<file path="src/hdl/txtrle_pkg.sv">
package txtrle_pkg;

  // Decimal counts never exceed five digits, so 17 bits hold every run length.
  localparam int DEC_W       = 17;
  localparam int DIGIT_CAP   = 99999;
  localparam int COUNT_WIDTH = 16;
  localparam int QUEUE_DEPTH = 4;
  localparam logic [7:0] ASCII_ZERO = 8'h30;

  // One queue entry holds everything a single input beat asks the back end to emit:
  // an optional closed run and an optional final run of the message.
  typedef struct packed {
    logic               close_v;
    logic [7:0]         close_sym;
    logic [DEC_W-1:0]   close_len;
    logic               fin_v;
    logic [7:0]         fin_sym;
    logic [DEC_W-1:0]   fin_len;
  } cmd_t;

  typedef struct packed {
    logic full;
    logic empty;
  } qstat_t;

  function automatic logic [DEC_W-1:0] pow10(input logic [2:0] place);
    logic [DEC_W-1:0] p;
    case (place)
      3'd0:    p = DEC_W'(1);
      3'd1:    p = DEC_W'(10);
      3'd2:    p = DEC_W'(100);
      3'd3:    p = DEC_W'(1000);
      3'd4:    p = DEC_W'(10000);
      default: p = DEC_W'(1);
    endcase
    return p;
  endfunction

  // Place of the most significant nonzero digit; zero for single-digit values.
  function automatic logic [2:0] lead_place(input logic [DEC_W-1:0] v);
    logic [2:0] p;
    if (v >= DEC_W'(10000)) begin
      p = 3'd4;
    end else if (v >= DEC_W'(1000)) begin
      p = 3'd3;
    end else if (v >= DEC_W'(100)) begin
      p = 3'd2;
    end else if (v >= DEC_W'(10)) begin
      p = 3'd1;
    end else begin
      p = 3'd0;
    end
    return p;
  endfunction

endpackage

</file>
<file path="src/hdl/txtrle_if.sv">
interface txtrle_in_if;
  logic       valid;
  logic       ready;
  logic [7:0] in_char;
  logic       in_last;

  modport source (output valid, output in_char, output in_last, input ready);
  modport sink   (input valid, input in_char, input in_last, output ready);
endinterface

interface txtrle_out_if;
  logic       valid;
  logic       ready;
  logic [7:0] out_byte;
  logic       out_last;
  logic       out_end;

  modport source (output valid, output out_byte, output out_last, output out_end, input ready);
  modport sink   (input valid, input out_byte, input out_last, input out_end, output ready);
endinterface

</file>
<file path="src/hdl/txtrle_front.sv">
module txtrle_front #(
  parameter int CountWidth = txtrle_pkg::COUNT_WIDTH
) (
  input  logic                clk,
  input  logic                rst_n,
  txtrle_in_if.sink           in_ch,
  input  txtrle_pkg::qstat_t  q_stat,
  output logic                q_push,
  output txtrle_pkg::cmd_t    q_cmd
);

  localparam int DecW   = txtrle_pkg::DEC_W;
  localparam int LenW   = (CountWidth >= DecW) ? DecW : CountWidth;
  localparam int MaxRun = (CountWidth >= DecW) ? txtrle_pkg::DIGIT_CAP
                                               : (1 << CountWidth) - 1;

  logic [7:0]      run_sym_r, run_sym_nxt;
  logic [LenW-1:0] run_len_r, run_len_nxt;
  logic            run_open_r, run_open_nxt;

  logic            accept;
  logic            extend;
  logic [7:0]      new_sym;
  logic [LenW-1:0] new_len;

  assign in_ch.ready = !q_stat.full;
  assign accept      = in_ch.valid && in_ch.ready;

  always_comb begin
    extend = run_open_r && (in_ch.in_char == run_sym_r) && (run_len_r < LenW'(MaxRun));
    if (extend) begin
      new_sym = run_sym_r;
      new_len = run_len_r + LenW'(1);
    end else begin
      new_sym = in_ch.in_char;
      new_len = LenW'(1);
    end

    q_cmd.close_v   = run_open_r && !extend;
    q_cmd.close_sym = run_sym_r;
    q_cmd.close_len = DecW'(run_len_r);
    q_cmd.fin_v     = in_ch.in_last;
    q_cmd.fin_sym   = new_sym;
    q_cmd.fin_len   = DecW'(new_len);

    q_push = accept && (q_cmd.close_v || q_cmd.fin_v);

    run_sym_nxt  = run_sym_r;
    run_len_nxt  = run_len_r;
    run_open_nxt = run_open_r;
    if (accept) begin
      if (in_ch.in_last) begin
        run_sym_nxt  = '0;
        run_len_nxt  = '0;
        run_open_nxt = 1'b0;
      end else begin
        run_sym_nxt  = new_sym;
        run_len_nxt  = new_len;
        run_open_nxt = 1'b1;
      end
    end
  end

  always_ff @(posedge clk) begin
    if (!rst_n) begin
      run_sym_r  <= '0;
      run_len_r  <= '0;
      run_open_r <= 1'b0;
    end else begin
      run_sym_r  <= run_sym_nxt;
      run_len_r  <= run_len_nxt;
      run_open_r <= run_open_nxt;
    end
  end

endmodule

</file>
<file path="src/hdl/txtrle_fifo.sv">
module txtrle_fifo #(
  parameter int Depth = txtrle_pkg::QUEUE_DEPTH
) (
  input  logic                clk,
  input  logic                rst_n,
  input  logic                push,
  input  txtrle_pkg::cmd_t    push_cmd,
  input  logic                pop,
  output txtrle_pkg::cmd_t    head_cmd,
  output txtrle_pkg::qstat_t  stat
);

  localparam int PtrW = (Depth > 1) ? $clog2(Depth) : 1;
  localparam int CntW = $clog2(Depth + 1);

  txtrle_pkg::cmd_t mem_r [Depth];
  logic [PtrW-1:0]  wr_ptr_r, wr_ptr_nxt;
  logic [PtrW-1:0]  rd_ptr_r, rd_ptr_nxt;
  logic [CntW-1:0]  cnt_r, cnt_nxt;

  assign stat.full  = (cnt_r == CntW'(Depth));
  assign stat.empty = (cnt_r == '0);
  assign head_cmd   = mem_r[rd_ptr_r];

  always_comb begin
    wr_ptr_nxt = wr_ptr_r;
    rd_ptr_nxt = rd_ptr_r;
    cnt_nxt    = cnt_r;
    if (push) begin
      wr_ptr_nxt = (wr_ptr_r == PtrW'(Depth - 1)) ? '0 : wr_ptr_r + PtrW'(1);
    end
    if (pop) begin
      rd_ptr_nxt = (rd_ptr_r == PtrW'(Depth - 1)) ? '0 : rd_ptr_r + PtrW'(1);
    end
    if (push && !pop) begin
      cnt_nxt = cnt_r + CntW'(1);
    end else if (pop && !push) begin
      cnt_nxt = cnt_r - CntW'(1);
    end
  end

  always_ff @(posedge clk) begin
    if (push) begin
      mem_r[wr_ptr_r] <= push_cmd;
    end
  end

  always_ff @(posedge clk) begin
    if (!rst_n) begin
      wr_ptr_r <= '0;
      rd_ptr_r <= '0;
      cnt_r    <= '0;
    end else begin
      wr_ptr_r <= wr_ptr_nxt;
      rd_ptr_r <= rd_ptr_nxt;
      cnt_r    <= cnt_nxt;
    end
  end

endmodule

</file>
<file path="src/hdl/txtrle_back.sv">
module txtrle_back (
  input  logic              clk,
  input  logic              rst_n,
  input  txtrle_pkg::cmd_t  cmd,
  input  logic              cmd_empty,
  output logic              cmd_pop,
  txtrle_out_if.source      out_ch
);

  localparam int DecW = txtrle_pkg::DEC_W;
  localparam int MulW = DecW + 4;

  localparam logic PH_SYM = 1'b0;
  localparam logic PH_DIG = 1'b1;

  logic            busy_r, busy_nxt;
  logic            phase_r, phase_nxt;
  logic [7:0]      sym_r, sym_nxt;
  logic [DecW-1:0] rem_r, rem_nxt;
  logic [2:0]      place_r, place_nxt;
  logic            end_r, end_nxt;
  logic            ilast_r, ilast_nxt;
  logic            pend_r, pend_nxt;
  logic [7:0]      pend_sym_r, pend_sym_nxt;
  logic [DecW-1:0] pend_len_r, pend_len_nxt;
  logic            ov_r, ov_nxt;
  logic [7:0]      ob_r, ob_nxt;
  logic            ol_r, ol_nxt;
  logic            oe_r, oe_nxt;

  logic            advance;
  logic            finishing;
  logic            need_load;
  logic [DecW-1:0] pw;
  logic [MulW-1:0] mult [10];
  logic [3:0]      digit;

  assign advance   = !ov_r || out_ch.ready;
  assign finishing = busy_r && (phase_r == PH_DIG) && (place_r == 3'd0);
  assign need_load = !busy_r || (advance && finishing && !pend_r);
  assign cmd_pop   = need_load && !cmd_empty;

  // The current digit is the largest k with k * 10^place not above the remainder.
  always_comb begin
    pw    = txtrle_pkg::pow10(place_r);
    digit = 4'd0;
    for (int k = 0; k < 10; k++) begin
      mult[k] = MulW'(pw) * MulW'(k);
    end
    for (int k = 1; k < 10; k++) begin
      if (MulW'(rem_r) >= mult[k]) begin
        digit = 4'(k);
      end
    end
  end

  always_comb begin
    busy_nxt     = busy_r;
    phase_nxt    = phase_r;
    sym_nxt      = sym_r;
    rem_nxt      = rem_r;
    place_nxt    = place_r;
    end_nxt      = end_r;
    ilast_nxt    = ilast_r;
    pend_nxt     = pend_r;
    pend_sym_nxt = pend_sym_r;
    pend_len_nxt = pend_len_r;
    ov_nxt       = advance ? 1'b0 : ov_r;
    ob_nxt       = ob_r;
    ol_nxt       = ol_r;
    oe_nxt       = oe_r;

    if (busy_r && advance) begin
      ov_nxt = 1'b1;
      if (phase_r == PH_SYM) begin
        ob_nxt    = sym_r;
        ol_nxt    = 1'b0;
        oe_nxt    = 1'b0;
        phase_nxt = PH_DIG;
      end else begin
        ob_nxt  = txtrle_pkg::ASCII_ZERO + 8'(digit);
        ol_nxt  = finishing && ilast_r;
        oe_nxt  = finishing && end_r;
        rem_nxt = rem_r - DecW'(mult[digit]);
        if (place_r != 3'd0) begin
          place_nxt = place_r - 3'd1;
        end else if (pend_r) begin
          // The final run of the message follows the closed run of the same beat.
          sym_nxt   = pend_sym_r;
          rem_nxt   = pend_len_r;
          place_nxt = txtrle_pkg::lead_place(pend_len_r);
          phase_nxt = PH_SYM;
          ilast_nxt = 1'b1;
          end_nxt   = 1'b1;
          pend_nxt  = 1'b0;
        end else begin
          busy_nxt = 1'b0;
        end
      end
    end

    if (cmd_pop) begin
      busy_nxt     = 1'b1;
      phase_nxt    = PH_SYM;
      pend_sym_nxt = cmd.fin_sym;
      pend_len_nxt = cmd.fin_len;
      if (cmd.close_v) begin
        sym_nxt   = cmd.close_sym;
        rem_nxt   = cmd.close_len;
        place_nxt = txtrle_pkg::lead_place(cmd.close_len);
        ilast_nxt = !cmd.fin_v;
        end_nxt   = 1'b0;
        pend_nxt  = cmd.fin_v;
      end else begin
        sym_nxt   = cmd.fin_sym;
        rem_nxt   = cmd.fin_len;
        place_nxt = txtrle_pkg::lead_place(cmd.fin_len);
        ilast_nxt = 1'b1;
        end_nxt   = 1'b1;
        pend_nxt  = 1'b0;
      end
    end
  end

  always_ff @(posedge clk) begin
    if (!rst_n) begin
      busy_r  <= 1'b0;
      phase_r <= PH_SYM;
      pend_r  <= 1'b0;
      ov_r    <= 1'b0;
    end else begin
      busy_r  <= busy_nxt;
      phase_r <= phase_nxt;
      pend_r  <= pend_nxt;
      ov_r    <= ov_nxt;
    end
  end

  always_ff @(posedge clk) begin
    sym_r      <= sym_nxt;
    rem_r      <= rem_nxt;
    place_r    <= place_nxt;
    end_r      <= end_nxt;
    ilast_r    <= ilast_nxt;
    pend_sym_r <= pend_sym_nxt;
    pend_len_r <= pend_len_nxt;
    ob_r       <= ob_nxt;
    ol_r       <= ol_nxt;
    oe_r       <= oe_nxt;
  end

  assign out_ch.valid    = ov_r;
  assign out_ch.out_byte = ob_r;
  assign out_ch.out_last = ol_r;
  assign out_ch.out_end  = oe_r;

endmodule

</file>
<file path="src/hdl/text_rle_encoder.sv">
// Channel   Dir  Beat carries                     Handshake
// in_ch     in   in_char, in_last                 valid / ready
// out_ch    out  out_byte, out_last, out_end      valid / ready
//
// The front end takes one character every cycle while the command queue has room.
// The back end sends one byte per cycle while out_ch is ready: symbol, then digits.
// A closed run is registered in the queue, the back end's run state and the output.
// Reset is synchronous; nothing needs clearing afterwards, so input is taken at once.
// A stalled output holds the back end; the front stalls only when the queue is full.
module text_rle_encoder #(
  parameter int CountWidth = txtrle_pkg::COUNT_WIDTH,
  parameter int QueueDepth = txtrle_pkg::QUEUE_DEPTH
) (
  input  logic           clk,
  input  logic           rst_n,
  txtrle_in_if.sink      in_ch,
  txtrle_out_if.source   out_ch
);

  txtrle_pkg::cmd_t   push_cmd;
  txtrle_pkg::cmd_t   head_cmd;
  txtrle_pkg::qstat_t q_stat;
  logic               q_push;
  logic               q_pop;

  txtrle_front #(
    .CountWidth(CountWidth)
  ) u_front (
    .clk    (clk),
    .rst_n  (rst_n),
    .in_ch  (in_ch),
    .q_stat (q_stat),
    .q_push (q_push),
    .q_cmd  (push_cmd)
  );

  txtrle_fifo #(
    .Depth(QueueDepth)
  ) u_fifo (
    .clk      (clk),
    .rst_n    (rst_n),
    .push     (q_push),
    .push_cmd (push_cmd),
    .pop      (q_pop),
    .head_cmd (head_cmd),
    .stat     (q_stat)
  );

  txtrle_back u_back (
    .clk       (clk),
    .rst_n     (rst_n),
    .cmd       (head_cmd),
    .cmd_empty (q_stat.empty),
    .cmd_pop   (q_pop),
    .out_ch    (out_ch)
  );

`ifndef ASSERT_OFF
  a_no_push_full: assert property (@(posedge clk) disable iff (!rst_n)
    q_stat.full |-> !q_push) else $error("command pushed into a full queue");

  a_no_pop_empty: assert property (@(posedge clk) disable iff (!rst_n)
    q_pop |-> !q_stat.empty) else $error("command popped from an empty queue");

  a_end_is_last: assert property (@(posedge clk) disable iff (!rst_n)
    (out_ch.valid && out_ch.out_end) |-> out_ch.out_last)
    else $error("message end without end of beat results");

  a_push_then_data: assert property (@(posedge clk) disable iff (!rst_n)
    q_push |=> !q_stat.empty) else $error("queue empty right after a push");
`endif

endmodule

</file>
<file path="src/flat_wrapper.sv">
// flat-port wrapper written by rule: the top's interface ports become plain ports
module text_rle_encoder_flat 
#(
  parameter int CountWidth = txtrle_pkg::COUNT_WIDTH,
  parameter int QueueDepth = txtrle_pkg::QUEUE_DEPTH
)
  (clk, rst_n, in_ch_valid, in_ch_in_char, in_ch_in_last, in_ch_ready, out_ch_valid, out_ch_out_byte, out_ch_out_last, out_ch_out_end, out_ch_ready);
  txtrle_in_if in_ch_i ();
  txtrle_out_if out_ch_i ();
  input  logic clk;
  input  logic rst_n;
  input wire logic [$bits(in_ch_i.valid)-1:0] in_ch_valid;
  input wire logic [$bits(in_ch_i.in_char)-1:0] in_ch_in_char;
  input wire logic [$bits(in_ch_i.in_last)-1:0] in_ch_in_last;
  output wire logic [$bits(in_ch_i.ready)-1:0] in_ch_ready;
  output wire logic [$bits(out_ch_i.valid)-1:0] out_ch_valid;
  output wire logic [$bits(out_ch_i.out_byte)-1:0] out_ch_out_byte;
  output wire logic [$bits(out_ch_i.out_last)-1:0] out_ch_out_last;
  output wire logic [$bits(out_ch_i.out_end)-1:0] out_ch_out_end;
  input wire logic [$bits(out_ch_i.ready)-1:0] out_ch_ready;
  assign in_ch_i.valid = in_ch_valid;
  assign in_ch_i.in_char = in_ch_in_char;
  assign in_ch_i.in_last = in_ch_in_last;
  assign in_ch_ready = in_ch_i.ready;
  assign out_ch_valid = out_ch_i.valid;
  assign out_ch_out_byte = out_ch_i.out_byte;
  assign out_ch_out_last = out_ch_i.out_last;
  assign out_ch_out_end = out_ch_i.out_end;
  assign out_ch_i.ready = out_ch_ready;
  text_rle_encoder #(.CountWidth(CountWidth), .QueueDepth(QueueDepth)) u_core (.clk(clk), .rst_n(rst_n), .in_ch(in_ch_i), .out_ch(out_ch_i));
endmodule
</file>
<file path="config.mk">
export PLATFORM = sky130hd
export DESIGN_NAME = text_rle_encoder_flat
export DESIGN_NICKNAME = d
export VERILOG_FILES = /design/src/hdl/txtrle_pkg.sv /design/src/hdl/txtrle_if.sv /design/src/hdl/txtrle_front.sv /design/src/hdl/txtrle_fifo.sv /design/src/hdl/txtrle_back.sv /design/src/hdl/text_rle_encoder.sv /design/src/flat_wrapper.sv
export SDC_FILE = /design/constraint.sdc
export NUM_CORES = 1
export LEC_CHECK = 0
export BUFFER_PORTS_ARGS = -buffer_cell sky130_fd_sc_hd__buf_2
export CORE_MARGIN = 1
export CORE_UTILIZATION = 60
export CTS_BUF_LIST = sky130_fd_sc_hd__clkbuf_8
export DETAILED_ROUTE_END_ITERATION = 6
export PLACE_DENSITY_LB_ADDON = 0.1
export SETUP_SLACK_MARGIN = 0.2
export SYNTH_ARGS = -nofsm -noshare
export SYNTH_HDL_FRONTEND = slang
export SYNTH_HIERARCHICAL = 1
export SYNTH_SLANG_ARGS = --single-unit
</file>
<file path="constraint.sdc">
create_clock -name clk -period 9.3 [get_ports clk]
set_input_delay 0.93 -clock clk [delete_from_list [all_inputs] [get_ports clk]]
set_output_delay 0.93 -clock clk [all_outputs]
set_load 0.05 [all_outputs]
</file>
## Word-level counts from Yosys, hierarchy flattened

Memories as Yosys holds them, arrays and structs flattened. A register that Yosys moved wholly into a read port is not among the register bits.
Cells that the tools add are included.

| storage, ports and cells | value |
|---|---|
| register bits | 101 |
| RAM bits | 200 |
| output and inout port bits | 12 |
| memories kept | 1 |

| cells by class | value |
|---|---|
| add/subtract/negate cells | 8 |
| multipliers | 5 |
| $lt $le $gt $ge | 23 |
| equal/unequal tests | 10 |
| mux-type cells | 80 |
| bitwise gates (word level) | 2 |
| reductions and logical operators | 42 |

Memory list:

| name | depth | width | rd ports | clocked after memory_dff | wr ports | line | RTL |
|---|---|---|---|---|---|---|---|
| u_core.u_fifo.mem_r | 4 | 50 | 1 | 1 | 1 | txtrle_fifo.sv:16 | `txtrle_pkg::cmd_t mem_r [Depth];` |

Operators by type and width:

| operator | count |
|---|---|
| $mux 17 | 8 |
| $bmux 21 s4 | 1 |
| $ge 17x20->1 | 4 |
| $mux 8 | 9 |
| $pmux 14 s4 | 1 |
| $ge 17x10->1 const B | 3 |
| $ge 17x14->1 const B | 3 |
| $ge 17x4->1 const B | 3 |
| $ge 17x7->1 const B | 3 |
| $mul 17x3->20 const B | 2 |
| $ge 17x19->1 | 2 |
| $mul 17x2->19 const B | 2 |
| $mux 3 | 11 |
| $mux 16 | 2 |
| $mux 4 | 8 |
| $mux 1 | 30 |
| $ge 17x21->1 | 1 |
| $mul 17x4->21 const B | 1 |
| $mux 2 | 10 |
| $ge 17x18->1 | 1 |
| $ge 17x17->1 | 1 |
| $sub 17x17->17 | 1 |
| $add 16x1->16 const B | 1 |
| $lt 16x16->1 const B | 1 |
| 23 further kinds | 61 |

## Logic depth before layout (Yosys ltp)

Gate-level depths: netlist (run 1).

| logic depth | value |
|---|---|
| word-level depth | 22 |
| gate-level depth with buffers | 43 |
| mapped depth without buffers | 40 |

## Modules after synthesis

The synthesis (run 1) kept the hierarchy.

By module, submodules not included:

| module | times used | cells each | area each (um2) | sequential area each (um2) |
|---|---|---|---|---|
| txtrle_back | 1 | 974 | 8,703.3 | 2,031.9 |
| txtrle_fifo | 1 | 316 | 8,022.7 | 6,426.2 |
| txtrle_front | 1 | 245 | 1,727.9 | 500.5 |

## Worst setup path after synthesis (run 1)

OpenSTA, ideal clock, no wires.

| timing path | value |
|---|---|
| path kind | reg2reg |
| start | register u_core.u_back.place_r[0] |
| end | register u_core.u_back.rem_r[16] (data pin) |
| arrival time | 8,487 ps |
| path slack | 537 ps |
| stages on the path, launching flop included | 42 |
| buffers on the path | 3 |
| cell sequence | edfxtp_1 inv_1 ha_1 nand2b_1 clkbuf_1 nand4_1 nand2_1 inv_1 nor2_1 inv_1 fa_1 fa_1 a21o_1 a21oi_1 nor2b_1 nor3_1 o22ai_1 a21oi_1 (+6 left out) and2_1 a311o_1 buf_2 buf_4 nand2_1 o221ai_1 a221o_1 ha_1 a21o_1 a21oi_1 nand2b_1 a211oi_1 nor3_1 o41ai_1 a31oi_1 xnor2_1 nand2_1 a22oi_1 |

| between the ends | value |
|---|---|
| longest elaborated chain between the ends | 22 |

RTL lines:

| element | line | RTL |
|---|---|---|
| from (decl) | txtrle_back.sv:20 | `logic [2:0] place_r, place_nxt;` |
| from (signal assigned) | txtrle_back.sv:142 | `place_r <= place_nxt;` |
| parallel branches: the longest is 21 deep, another holds $mul 17x2->19 | n/a |  |
| $mux 17 * | txtrle_back.sv:102 | `if (cmd_pop) begin` |
| via u_core.u_back.rem_nxt[16] | txtrle_back.sv:19 | `logic [DecW-1:0] rem_r, rem_nxt;` |
| to (signal assigned) | txtrle_back.sv:141 | `rem_r <= rem_nxt;` |
| to (decl) | txtrle_back.sv:19 |  |

Mark *: on every way through the listed nets, which the timed path passes. The select of a mux whose other input is x is not followed.
A chain may end at the register's enable or synchronous reset.

## Final worst setup path (run 1)

| timing path | value |
|---|---|
| start | register u_core.u_back.place_r[0] |
| end | register u_core.u_back.rem_r[15] (data pin) |

Same word-level chain as after synthesis.

==> results.ini, run 1 <==
[placed_design]
hpwlAfterDp_um = 36000
routabilityCongestion = 1.00
place_area_sq_um = 19000
io_buffer_count = 24

[run_status]
status = finished clean

[synthesis]
synth.cell_area_sq_um = 18500
synth_warnings = 6
seq_area_frac_synth_pct = 48.5
synth_edf_count = 273
yosys-top-cells-area = edfxtp_1, ha_1, mux4_2, dfxtp_1, a21oi_1
yosysTopAreaCell = edfxtp_1
synth_cells = 1535
async_flop_share_pct = 0
ys_ff_latch = 311
yosys.area.top_type_share_pct = 44.4
synthFlopType = edfxtp_1
ys_types = 86
avgSynthCellArea_sq_um = 12.0

[clock_network]
root_buffer = clkbuf_8
htreeDepth = 2
clk_pin_slew_ns = 0.06
clockBufferDepth = 3
cts_tree = done
worst_skew_pair.late_latency_ns = 0.59
cts_sinks = 311
cts_made_buffers = 47

[route]
wl_um = 49200
viasPerCell = 6.57
drtIter0Drc = 1118
wire_per_inst_um = 24.5
ant_nets = 0
vias = 13200
drc = 0
drtPass1Iterations = 6

[critical_path]
reg2reg_depth = 37
worst_path_largest_cell_delay_ns = 0.47
cp.required_ns = 9.57
critical-path-top-delay-family = compound AO/OA/AOI/OAI gates
crit_path_max_fanout = 24
crit_path_start_kind = flip-flop
r2r_end = u_core/u_back/rem_r[15]$_DFFE_PP_
rrSetupSlack_ns = 0.58
r2r_start = u_core/u_back/place_r[0]$_DFFE_PP_
cp_num_buf_inv = 5
cpMostUsedCell = ha_1
slowest_stage = a311o_2
arrival_ns = 8.99
worstSetupPathType = flip-flop to flip-flop
end_kind = flip-flop

[layout]
mostFrequentLayoutCell = edfxtp_1
fillers = 2283
final_cell_mix = edfxtp_1, ha_1, a21oi_1
syn_to_final_growth_pct = 8.29
fin_util_pct = 66.7
drive_gt1_share_pct = 13.3
final_area_sq_um = 20000
finish.net_count = 1762

[global_route]
grt_usage_pct = 32.1
grt_start_max_net_pins = 64
grt_remaining_overflow = 0
grt_pass1_vias = 12900
antenna_found_initial = 2
grt_pass1_wl_um = 75300

[sta]
setup_tns_ns = 0
fmax_mhz = 115
rsz0062_at_grt = false
skew_ns = 0.0343
worst_pin_slew_ns = 1.07
fin_crit_sh_pct = 93.7
maxSlewViolCount = 0
relSlewSlack_pct = 28.7
min_period_ns = 8.72
finalSetupViolations = 0
hold_viol_final = 0

[hold_path]
whs_path_depth = 1
hold_end = u_core/u_back/out_ch.out_byte[4]$_SDFFCE_PP1P_
hold_path_class = flip-flop to flip-flop
hp-start = u_core/u_back/sym_r[4]$_DFFE_PP_

[floorplanning]
die_w_um = 177
die_y_um = 177
num_rows = 63
die_area_sq_um = 31500
ios = 25
start_util_pct = 61.6
core_sq_um = 30000

[flow_run]
drv_cap = 0

per-layer routing:
| metal | vias to the layer above | GRT usage, % | part of all wire, % | routed length (um) |
|---|---|---|---|---|
| met2 | 554 | 55.2 | 50 | 24600 |
| met5 | - | 0 | 0 | 0 |
| met4 | 0 | 13.1 | 3.8 | 1890 |
| li1 | 6037 | - | - | - |
| met1 | 6496 | 40.9 | 40 | 19700 |
| met3 | 117 | 4.39 | 6.2 | 3060 |
logic make-up after synthesis:
group,synth area share (%)
AND/OR/NAND/NOR,11.1
multiplexers,9.35
flip-flops,48.5
other,0.0610
adder cells (fa/ha/maj),11.9
XOR/XNOR,2.68
AO/OA/AOI/OAI,13.0
buffers and inverters,3.46
worst register-to-register path, delay by kind of cell (launching register included):
| kind | cells | cell delay (ns) |
|---|---|---|
| muxes | 1 | 0.10 |
| buffers and inverters | 5 | 0.83 |
| AOI/OAI and AO/OA | 13 | 3.11 |
| xor gates and xnor gates | 2 | 0.37 |
| adders and majority gates | 5 | 1.60 |
| DFF | 1 | 0.43 |
| and+or+nand+nor | 11 | 1.98 |
registers in the layout, indices dropped and copies added, names as in the netlist, 2 cells and up, named ones only:
register                       flops
u_core/u_fifo/rd_ptr_r             2
u_core/u_back/place_r              3
u_core/u_fifo/cnt_r                3
u_core/u_fifo/mem_r              208
u_core/u_back/pend_sym_r           8
u_core/u_back/pend_len_r          17
u_core/u_front/run_len_r          16
u_core/u_fifo/wr_ptr_r             2
u_core/u_back/out_ch.out_byte      8
u_core/u_back/sym_r                8
u_core/u_front/run_sym_r           8
u_core/u_back/rem_r               17
area by class of cell:
cell class                 instances  area [sq um]  area share, %
antenna                            1          2.50         0.0125
clock buffer                      52           716           3.58
clock inverter                    35           248           1.24
inverter                          59           224           1.12
multi-input combinational       1096          8910           44.6
sequential                       311          8960           44.9
tap                              390           488           2.44
timing repair buffer              65           428           2.14
repair_timing:
item | 4_1_cts | 5_1_grt
setup endpoints to repair | 0 | 12
resized for setup | 0 | 10
buffers inserted | 0 | 3
hold buffers | 0 | 0
cells in the mapped netlist (5+ instances only):
cell type,instances
o221ai_1,6
nor3_1,28
o21bai_1,6
a22oi_1,8
and2_1,16
or2_2,7
and3_1,19
xnor2_1,31
o211ai_1,24
a211oi_1,24
nand3_1,41
nand4_1,15
o31ai_1,10
a221oi_1,5
o21ai_0,62
nor4_1,15
mux2i_1,49
mux4_2,50
o21a_1,8
or3_1,11
a31oi_1,9
edfxtp_1,273
a21o_1,26
nor3b_1,5
fa_1,10
o21ai_1,5
and4_1,5
nand2_1,86
nand2b_1,17
buf_12,5
a2111oi_0,7
dfxtp_1,38
inv_1,57
a21oi_1,115
mux2_2,5
nor2b_1,29
buf_2,18
nor2_1,81
ha_1,159
a21boi_0,5
clkbuf_1,39
xor2_1,21
how the worst max path moves through the flow:
stage                                                   from                                end  slack, ns  cells past startpoint
after detailed placement  u_core/u_back/place_r[0]$_DFFE_PP_  u_core/u_back/rem_r[16]$_DFFE_PP_       0.40                     40
after CTS                 u_core/u_back/place_r[0]$_DFFE_PP_  u_core/u_back/rem_r[16]$_DFFE_PP_       0.37                     40
after floorplan           u_core/u_back/place_r[0]$_DFFE_PP_  u_core/u_back/rem_r[16]$_DFFE_PP_       0.54                     41
after global routing      u_core/u_back/place_r[0]$_DFFE_PP_  u_core/u_back/rem_r[16]$_DFFE_PP_       0.11                     40
after global placement    u_core/u_back/place_r[0]$_DFFE_PP_  u_core/u_back/rem_r[16]$_DFFE_PP_       0.73                     39
final                     u_core/u_back/place_r[0]$_DFFE_PP_  u_core/u_back/rem_r[15]$_DFFE_PP_       0.58                     37
stage by stage:
| step | setup WS (ns) | cells | hold WS (ns) |
|---|---|---|---|
| final | 0.585 | 2009 | 0.496 |
| after global routing | 0.111 | 2009 | 0.529 |
| after CTS | 0.367 | 2005 | 0.503 |
| after detailed placement | 0.398 | 1918 | 0.485 |
| after global placement | 0.730 | 1918 | 0.494 |
| after floorplan | 0.537 | 1539 | 0.455 |
Power of run 1 is not shown: default switching activity piles up to over one toggle a cycle in this logic, so the estimate is an artifact.
==> run 2: changes to the inputs <==
- ABC_AREA: unset -> 1
- GPL_ROUTABILITY_DRIVEN: unset -> 1
==> run 2 against run 1 <==
Against the previous run:
- non-clock buffer count decreased by 9
- register-to-register slack improved by 0.22 ns
- die area increased by 2.6%
- global-route usage increased by 0.22 points
- clock-buffer cell count increased by 2
- setup slack improved by 0.22 ns
- highest routed layer is now met5
==> results.ini, run 2 <==
[layout]
finish.net_count = 2340  ; +33%
syn_to_final_growth_pct = 7.98
mostFrequentLayoutCell = nand2_1
instances_no_fill = 2595  ; +29%
n_antenna_cell = 0  ; -1
top_regs = u_core/u_fifo/mem_r: 208 flops, u_core/u_back/pend_len_r: 17 flops, u_core/u_back/rem_r: 17 flops
drive_gt1_share_pct = 8.23  ; -5.1 points
final_cell_mix = nand2_1, edfxtp_1, nor2_1
largest_register_ffs = 208  ; unchanged
top_register = u_core/u_fifo/mem_r

[route]
drc = 0  ; unchanged
wl_um = 52200  ; +6.0%
viasPerCell = 5.96  ; -9.4%
vias = 15500  ; +17%
drtIter0Drc = 1384  ; +24%
drtPass1Iterations = 5  ; -1
wire_per_inst_um = 20.1  ; -18%
ant_nets = 0  ; unchanged

[synthesis]
synthAdderAreaFrac_pct = 11.6  ; -0.31 points
yosysTopAreaCell = edfxtp_1
ys_ff_latch = 311  ; unchanged
async_flop_share_pct = 0  ; unchanged
synth-compound-area-share_pct = 12.8  ; -0.14 points
synth.cell_area_sq_um = 18900  ; +2.7%
synth.most_common_cell = nand2_1
yosys-top-cells-area = edfxtp_1, ha_1, nand2_1, nor2_1, o21ai_0
synth_cells = 2117  ; +38%
avgSynthCellArea_sq_um = 8.95  ; -26%
synth_edf_count = 273  ; unchanged
ys_types = 57  ; -34%
synth_xor_area_share_pct = 1.99  ; -0.69 points
yosys.area_share.simple_pct = 20.1  ; +9.0 points
synthFlopType = edfxtp_1
synth_warnings = 6  ; unchanged
yosys-top-cells-count = nand2_1, nor2_1, edfxtp_1
muxShareOfSynthArea_pct = 0  ; -9.3 points
synth_top_family_by_area = simple AND/OR/NAND/NOR gates
yosys.area.top_type_share_pct = 43.3  ; -1.2 points
seq_area_frac_synth_pct = 47.3  ; -1.3 points

[clock_network]
root_buffer = clkbuf_8
cts_sinks = 311  ; unchanged
worst_skew_pair.late_latency_ns = 0.59  ; about the same
clockBufferDepth = 3  ; unchanged
cts_made_buffers = 49  ; +4.3%
cts_tree = done
htreeDepth = 2  ; unchanged
cts_hold_buf = 0  ; unchanged
clk_pin_slew_ns = 0.06  ; about the same

[sta]
hold_viol_final = 0  ; unchanged
finalSetupViolations = 0  ; unchanged
fmax_mhz = 118  ; +2.6%
maxSlewViolCount = 0  ; unchanged
min_period_ns = 8.49  ; -0.224 ns
worst_pin_slew_ns = 1.15  ; +0.0772 ns
relSlewSlack_pct = 23.3  ; -5.4 points
setup_tns_ns = 0  ; unchanged
skew_ns = 0.0583  ; +0.0240 ns
rsz0062_at_grt = false
fin_crit_sh_pct = 91.3  ; -2.4 points

[global_route]
grt_pass1_vias = 14700  ; +14%
grt_remaining_overflow = 0  ; unchanged
antenna_found_initial = 1  ; -1
grt_usage_pct = 32.3  ; +0.22 points
grt_pass1_wl_um = 81000  ; +7.6%
grt_start_max_net_pins = 73  ; +14%

[critical_path]
worst_path_largest_cell_delay_ns = 0.50  ; +0.03 ns
reg2reg_depth = 52  ; +41%
slowest_stage = fa_1
crit_path_start_kind = flip-flop
end_kind = flip-flop
r2r_start = u_core/u_back/place_r[1]$_DFFE_PP_
cpMostUsedCell = nand2_1
critical-path-top-delay-family = simple AND/OR/NAND/NOR gates
worstSetupPathType = flip-flop to flip-flop
crit_path_max_fanout = 46  ; +92%
cp.depth = 52  ; +41%
cp_num_buf_inv = 7  ; +2
arrival_ns = 8.80  ; -0.19 ns
rrSetupSlack_ns = 0.81  ; +0.22 ns
cp.required_ns = 9.61  ; +0.04 ns
r2r_end = u_core/u_back/rem_r[16]$_DFFE_PP_

[hold_path]
hold_path_class = flip-flop to flip-flop
hp-start = u_core/u_front/run_sym_r[7]$_SDFFE_PN0P_
whs_path_depth = 0  ; -1
hold_end = u_core/u_fifo/mem_r[3][50]$_DFFE_PP_

[placed_design]
routabilityCongestion = 1.12  ; +12%
dp_cells = 2500  ; +30%
hpwlAfterDp_um = 36700  ; +1.9%
io_buffer_count = 24  ; unchanged

[run_status]
status = finished clean

[floorplanning]
die_y_um = 180  ; +1.3%
start_util_pct = 61.5  ; -0.16 points
num_rows = 64  ; +1.6%
core_sq_um = 30800  ; +2.9%
die_area_sq_um = 32300  ; +2.6%
die_w_um = 180  ; +1.3%
ios = 25  ; unchanged

[flow_run]
drv_cap = 0  ; unchanged

run 2: what timing repair did:
item | 4_1_cts | 5_1_grt
endpoints found under the hold margin | 0 | 0
resized for setup | 0 | 9
setup buffers | 0 | 3
endpoints found under the setup margin | 0 | 5
run 2: worst max-delay path by stage:
stage,start,endpoint
floorplan,u_core/u_back/place_r[0]$_DFFE_PP_,u_core/u_back/rem_r[16]$_DFFE_PP_
global placement,u_core/u_back/place_r[1]$_DFFE_PP_,u_core/u_back/rem_r[16]$_DFFE_PP_
detailed placement,u_core/u_back/place_r[1]$_DFFE_PP_,u_core/u_back/rem_r[16]$_DFFE_PP_
CTS,u_core/u_back/place_r[1]$_DFFE_PP_,u_core/u_back/rem_r[16]$_DFFE_PP_
global route,u_core/u_back/place_r[1]$_DFFE_PP_,u_core/u_back/rem_r[16]$_DFFE_PP_
finish,u_core/u_back/place_r[1]$_DFFE_PP_,u_core/u_back/rem_r[16]$_DFFE_PP_
run 2: metrics by stage:
stage	utilization (%)	setup slack, ns	hold WS, ns	area [sq um]
3_5_place_dp	62.9	0.355	0.507	19400
3_3_place_gp	62.9	0.699	0.490	19400
2_1_floorplan	-	1.37	0.472	19000
4_1_cts	66.2	0.314	0.519	20400
6_report	66.4	0.808	0.520	20500
5_1_grt	66.4	0.238	0.530	20500
run 2: cell families (layout without fill, tap and decap cells):
kind of cell,after synthesis,in the layout
AO/OA/AOI/OAI,428,428
XOR/XNOR,43,43
adder cells (fa/ha/maj),169,169
flip-flops,311,311
AND/OR/NAND/NOR,887,887
other,3,7
buffers and inverters,276,354
run 2: area by class of cell:
| class | instances | area, sq um |
|---|---|---|
| clock inverter | 38 | 275 |
| clock buffer | 54 | 743 |
| inverter | 206 | 774 |
| timing repair buffer | 56 | 360 |
| tap | 396 | 495 |
| sequential | 311 | 8960 |
| multi-input combinational | 1534 | 8850 |
| fill | 2541 | 10400 |
run 2: routing by layer:
| layer | global-route usage (%) | part of all wire [%] | vias up |
|---|---|---|---|
| li1 | - | - | 7415 |
| met1 | 41.2 | 41 | 7266 |
| met5 | 0 | 0.025 | - |
| met2 | 53.6 | 47 | 616 |
| met4 | 18.3 | 5.7 | 2 |
| met3 | 4.13 | 6.1 | 161 |
Power of run 2 is left out for the same reason.
